`config.mk`:
```
export PLATFORM = sky130hd
export DESIGN_NAME = hci_front
export DESIGN_NICKNAME = d
export VERILOG_FILES = /design/src/design/hci_pkg.sv /design/src/design/hci_front.sv
export SDC_FILE = /design/constraint.sdc
export NUM_CORES = 1
export LEC_CHECK = 0
export BUFFER_PORTS_ARGS = -buffer_cell sky130_fd_sc_hd__buf_2
export CORE_MARGIN = 2
export CORE_UTILIZATION = 35
export DETAILED_ROUTE_END_ITERATION = 8
export PLACE_DENSITY = 0.58
export SKIP_LAST_GASP = 1
export SLEW_MARGIN = 20
export SYNTH_ARGS = -nofsm -noshare
export SYNTH_HDL_FRONTEND = slang
export SYNTH_SLANG_ARGS = --single-unit
```
`constraint.sdc`:
```
create_clock -name clk -period 4.05 [get_ports clk]
set_input_delay 0.2025 -clock clk [delete_from_list [all_inputs] [get_ports clk]]
set_output_delay 0.2025 -clock clk [all_outputs]
set_load 0.02 [all_outputs]
```
`src/design/hci_pkg.sv`:
```
// Shared constants, types and helper functions for the HSL colour interpolator.
// No dependencies; every other design file refers to this package by scoped name.
package hci_pkg;

    localparam int FRAC_BITS = 16;
    localparam int FW        = FRAC_BITS + 1;            // fraction bits plus the ONE bit
    localparam logic [FW-1:0] ONE_FX        = FW'(1) << FRAC_BITS;
    localparam logic [FW-1:0] THIRD_FX      = FW'((64'd1 << FRAC_BITS) / 3);
    localparam logic [FW-1:0] TWO_THIRDS_FX = FW'((64'd2 << FRAC_BITS) / 3);
    localparam int QDEPTH    = 2;

    // Divider shape shared by every divider instance
    localparam int DIV_DW    = 11;
    localparam int DIV_NW    = DIV_DW + FRAC_BITS;
    localparam int DIV_QW    = FW;

    // Lightness sum*ONE/510 as (sum * LR_RECIP) >> LR_SHIFT, exact for sums up to 510
    localparam int LR_W      = FRAC_BITS + 9;
    localparam int LR_SHIFT  = 17;
    localparam logic [LR_W-1:0] LR_RECIP =
        LR_W'(((64'd1 << (FRAC_BITS + 16)) + 64'd254) / 64'd255);

    typedef struct packed {
        logic [FW-1:0] h;
        logic [FW-1:0] s;
        logic [FW-1:0] l;
    } hsl_t;

    // Queued beat handed from the front part to the back part
    typedef struct packed {
        logic [23:0] color_a;
        logic [23:0] color_b;
        logic [8:0]  t;
    } item_t;

endpackage

```
`src/design/hci_front.sv`:
```
// Front part: accept beats, saturate the fraction, push into a short queue.
// Depends on hci_pkg.
module hci_front (
    input  logic                clk,
    input  logic                rst_n,
    input  logic                valid,
    output logic                ready,
    input  logic [23:0]         color_a,
    input  logic [23:0]         color_b,
    input  logic [8:0]          mix_fraction,
    output logic                q_valid,
    input  logic                q_pop,
    output hci_pkg::item_t      q_item
);
    hci_pkg::item_t mem_reg [hci_pkg::QDEPTH];
    logic           wp_reg, wp_next, rp_reg, rp_next;
    logic [1:0]     cnt_reg, cnt_next;
    logic           push;
    hci_pkg::item_t in_item;

    assign ready = (cnt_reg != 2'(hci_pkg::QDEPTH));
    assign push  = valid && ready;

    // Saturate the fraction at 256
    always_comb
    begin
        in_item.color_a = color_a;
        in_item.color_b = color_b;
        in_item.t       = mix_fraction[8] ? 9'd256 : mix_fraction;
    end

    always_comb
    begin
        wp_next  = push ? ~wp_reg : wp_reg;
        rp_next  = q_pop ? ~rp_reg : rp_reg;
        cnt_next = cnt_reg + 2'(push) - 2'(q_pop);
    end

    always_ff @(posedge clk or negedge rst_n)
    begin
        if (!rst_n)
        begin
            wp_reg  <= 1'b0;
            rp_reg  <= 1'b0;
            cnt_reg <= '0;
        end
        else
        begin
            wp_reg  <= wp_next;
            rp_reg  <= rp_next;
            cnt_reg <= cnt_next;
        end
    end

    // Hold queued beats
    always_ff @(posedge clk)
    begin
        if (push)
            mem_reg[wp_reg] <= in_item;
    end

    assign q_valid = (cnt_reg != '0);
    assign q_item  = mem_reg[rp_reg];
endmodule

```
==> results.sh <==
export IMPL_design_area_mm2=0.00630
export IMPL_min_period_over_period_pct=55.7
export IMPL_ctsHoldBuffers=48
export IMPL_grt_setup_unrepaired="no"
export IMPL_io_buffers=119
export IMPL_cts_made_buffers=17
export IMPL_core_area_mm2=0.0125
export IMPL_drc_errors=0
export IMPL_crit_buf_inv=1
export IMPL_wire_per_inst_um=14.2
export IMPL_start_util_pct=35.4
export IMPL_via_count=2428
export IMPL_max_slew_margin_rel_pct=37.9
export IMPL_leakagePower_uw=0.00244
export IMPL_clk_pin_slew_ps=50
export IMPL_fillCellCount=1100
export IMPL_seqCellArea_mm2=0.00353
export IMPL_tightestPinTransition_ps=929
export IMPL_crit_type="reg -> out"
export IMPL_cts_sinks=118
export IMPL_drtAntennaViolNets=0
export IMPL_finalClockSkew_ps=10.0
export IMPL_cts_buffer_depth=2
export IMPL_power_density_mw_per_mm2=739
export IMPL_status="complete, no violations"
export IMPL_critPathArrivalTime_ps=2050
export IMPL_min_period_ps=2260
export IMPL_grt_pass1_wl_um=12000
export IMPL_dp_cells=490
export IMPL_p_comb_share_pct=28.1
export IMPL_cap_viol_max_count=0
export IMPL_intPower_uw=3240
export IMPL_syn_cell_area_mm2=0.00444
export IMPL_gr_total_overflow=0
export IMPL_grt_pass1_vias=2441
export IMPL_yosys_register_bits=118
export IMPL_die_w_um=117
export IMPL_startpoint_type="flip-flop"
export IMPL_grt_max_degree=59
export IMPL_clock_latency_ps=400
export IMPL_place_congestion=0.697
export IMPL_vias_per_cell=4.26
export IMPL_area_growth_pct=42.1
export IMPL_cts_tree="yes"
export IMPL_antenna_cells=0
export IMPL_antenna_found_initial=0
export IMPL_drt_iter0_markers=68
export IMPL_drv_slew=0
export IMPL_peakVddDrop_v=0.000547
export IMPL_cp_cell_sequence="mux2_2, buf_2"
export IMPL_nets=447
export IMPL_yosysWarnings=0
export IMPL_synth_nets=264
export IMPL_die_area_mm2=0.0136
export IMPL_rows=41
export IMPL_crit_path_max_incr_delay_ps=1030
export IMPL_worst_path_max_delay_cell="dfrtp_4"
export IMPL_die_h_um=117
export IMPL_seqPwrFrac_pct=40.3
export IMPL_synth_distinct_cells=18
export IMPL_post_cts_buffers=0
export IMPL_synth_seq_area_share_pct=79.4
export IMPL_clockPowerShare_pct=31.6
export IMPL_fin_util_pct=50.3
export IMPL_drive_gt1_share_pct=53.3
export IMPL_p_sw_share_pct=30.4
export IMPL_dpl_cell_area_mm2=0.00523
export IMPL_critPathRequiredTime_ps=3850
export IMPL_layout_cells_non_filler=570
export IMPL_grt_use_total_pct=12.1
export IMPL_hold_class="in -> reg"
export IMPL_finalWirelength_um=8100
export IMPL_io_pins=120
export IMPL_fmax_mhz=443
export IMPL_post_dp_hpwl_um=5030
export IMPL_avgSynthCellArea_um2=22.0
export IMPL_htreeDepth=4
export IMPL_cp_end_kind="primary output"
export IMPL_finalSetupViolations=0
export IMPL_finalHoldViolCount=0
export IMPL_timing_setup_tns_ps=0
export IMPL_cts_resized=0
export IMPL_largest_register_ffs=114
export IMPL_drtPass1Iterations=4
export IMPL_cp_max_fo=58
export IMPL_cpLargestDelayFamily="flip-flops"
export IMPL_cts_root_buffer="clkbuf_16"
export IMPL_switching_power_uw=1420
export IMPL_synthCells=202
export IMPL_multi_input_area_um2=872
## metal layers
| metal | global-route usage [%] | part of all wire [%] | vias to the layer above | wire length [um] |
|---|---|---|---|---|
| met5 | 0 | 0 | - | 0 |
| met4 | 5.65 | 0.74 | 0 | 60 |
| met3 | 3.74 | 5.4 | 7 | 440 |
| met2 | 19.3 | 48 | 78 | 3910 |
| met1 | 15.2 | 46 | 1178 | 3690 |
| li1 | - | - | 1165 | - |
## synth_stat cells
library cell / number / area [um^2]
nand2_1: 1 / 3.75
nand2b_1: 1 / 6.26
xor2_1: 1 / 8.76
buf_2: 3 / 15.0
xnor2_1: 3 / 26.3
ha_1: 1 / 12.5
nor2b_1: 8 / 50.1
or2_2: 1 / 6.26
dfrtp_1: 4 / 100
nor2_1: 1 / 3.75
nor3b_1: 1 / 7.51
buf_6: 3 / 33.8
edfxtp_1: 114 / 3420
a21oi_1: 1 / 5.00
a21bo_2: 1 / 10.0
mux2_4: 20 / 300
mux2_2: 37 / 417
and3_1: 1 / 6.26
## cell families after synthesis
family                     synth area share (%)
xor gates and xnor gates                  0.790
muxes                                      16.2
and+or+nand+nor                            1.89
DFF                                        79.4
buffers and inverters                      1.10
adders and majority gates                 0.282
AOI/OAI and AO/OA                         0.338
## area by class of cell
class                   instances  area share (%)
multi-input cells              78            13.8
well taps                     172            3.42
flip-flops and latches        118            56.0
repair buffers                170            17.4
clock buffers                  18            6.81
clock inverters                14            2.52
## metrics by stage
stage	total power (uW)	worst slack (ps)	hold slack (ps)
3_5_place_dp	3210	1880	15.1
5_1_grt	4880	1670	4.90
6_report	4650	1790	29.3
3_3_place_gp	3180	1940	12.2
2_1_floorplan	2800	406	-93.1
4_1_cts	4730	1730	1.04
## layout by cell type (no fill, tap or decap), drive strengths merged
cell type	count
a21bo	1
a21oi	1
and3	1
buf	122
bufinv	3
clkbuf	18
clkinv	6
clkinvlp	4
dfrtp	4
dlygate4sd3	48
edfxtp	114
ha	1
inv	1
mux2	57
nand2	1
nand2b	1
nor2	1
nor2b	8
nor3b	1
or2	1
xnor2	3
xor2	1
## power groups by stage
stage | Clock (uW) | Sequential, uW | Combinational (uW)
after global placement | 0 | 1890 | 1290
after floorplan | 0 | 1770 | 1030
final | 1470 | 1870 | 1310
after global routing | 1560 | 1910 | 1410
after detailed placement | 0 | 1910 | 1300
after CTS | 1500 | 1890 | 1340
## worst paths after layout
kind	startpoint	to	slack [ps]	cells past startpoint
min	q_pop	rp_reg$_DFFE_PN0P_	30	2
min reg2reg	cnt_reg[0]$_DFF_PN0_	cnt_reg[0]$_DFF_PN0_	550	1
max reg2reg	cnt_reg[1]$_DFF_PN0_	mem_reg[0][38]$_DFFE_PP_	1890	4
max in group asynchronous	rst_n	rp_reg$_DFFE_PN0P_	3770	2
min in group asynchronous	rst_n	rp_reg$_DFFE_PN0P_	150	2
max	rp_reg$_DFFE_PN0P_	q_item[8]	1790	2
Note: power is estimated with default switching activity, not from simulation.
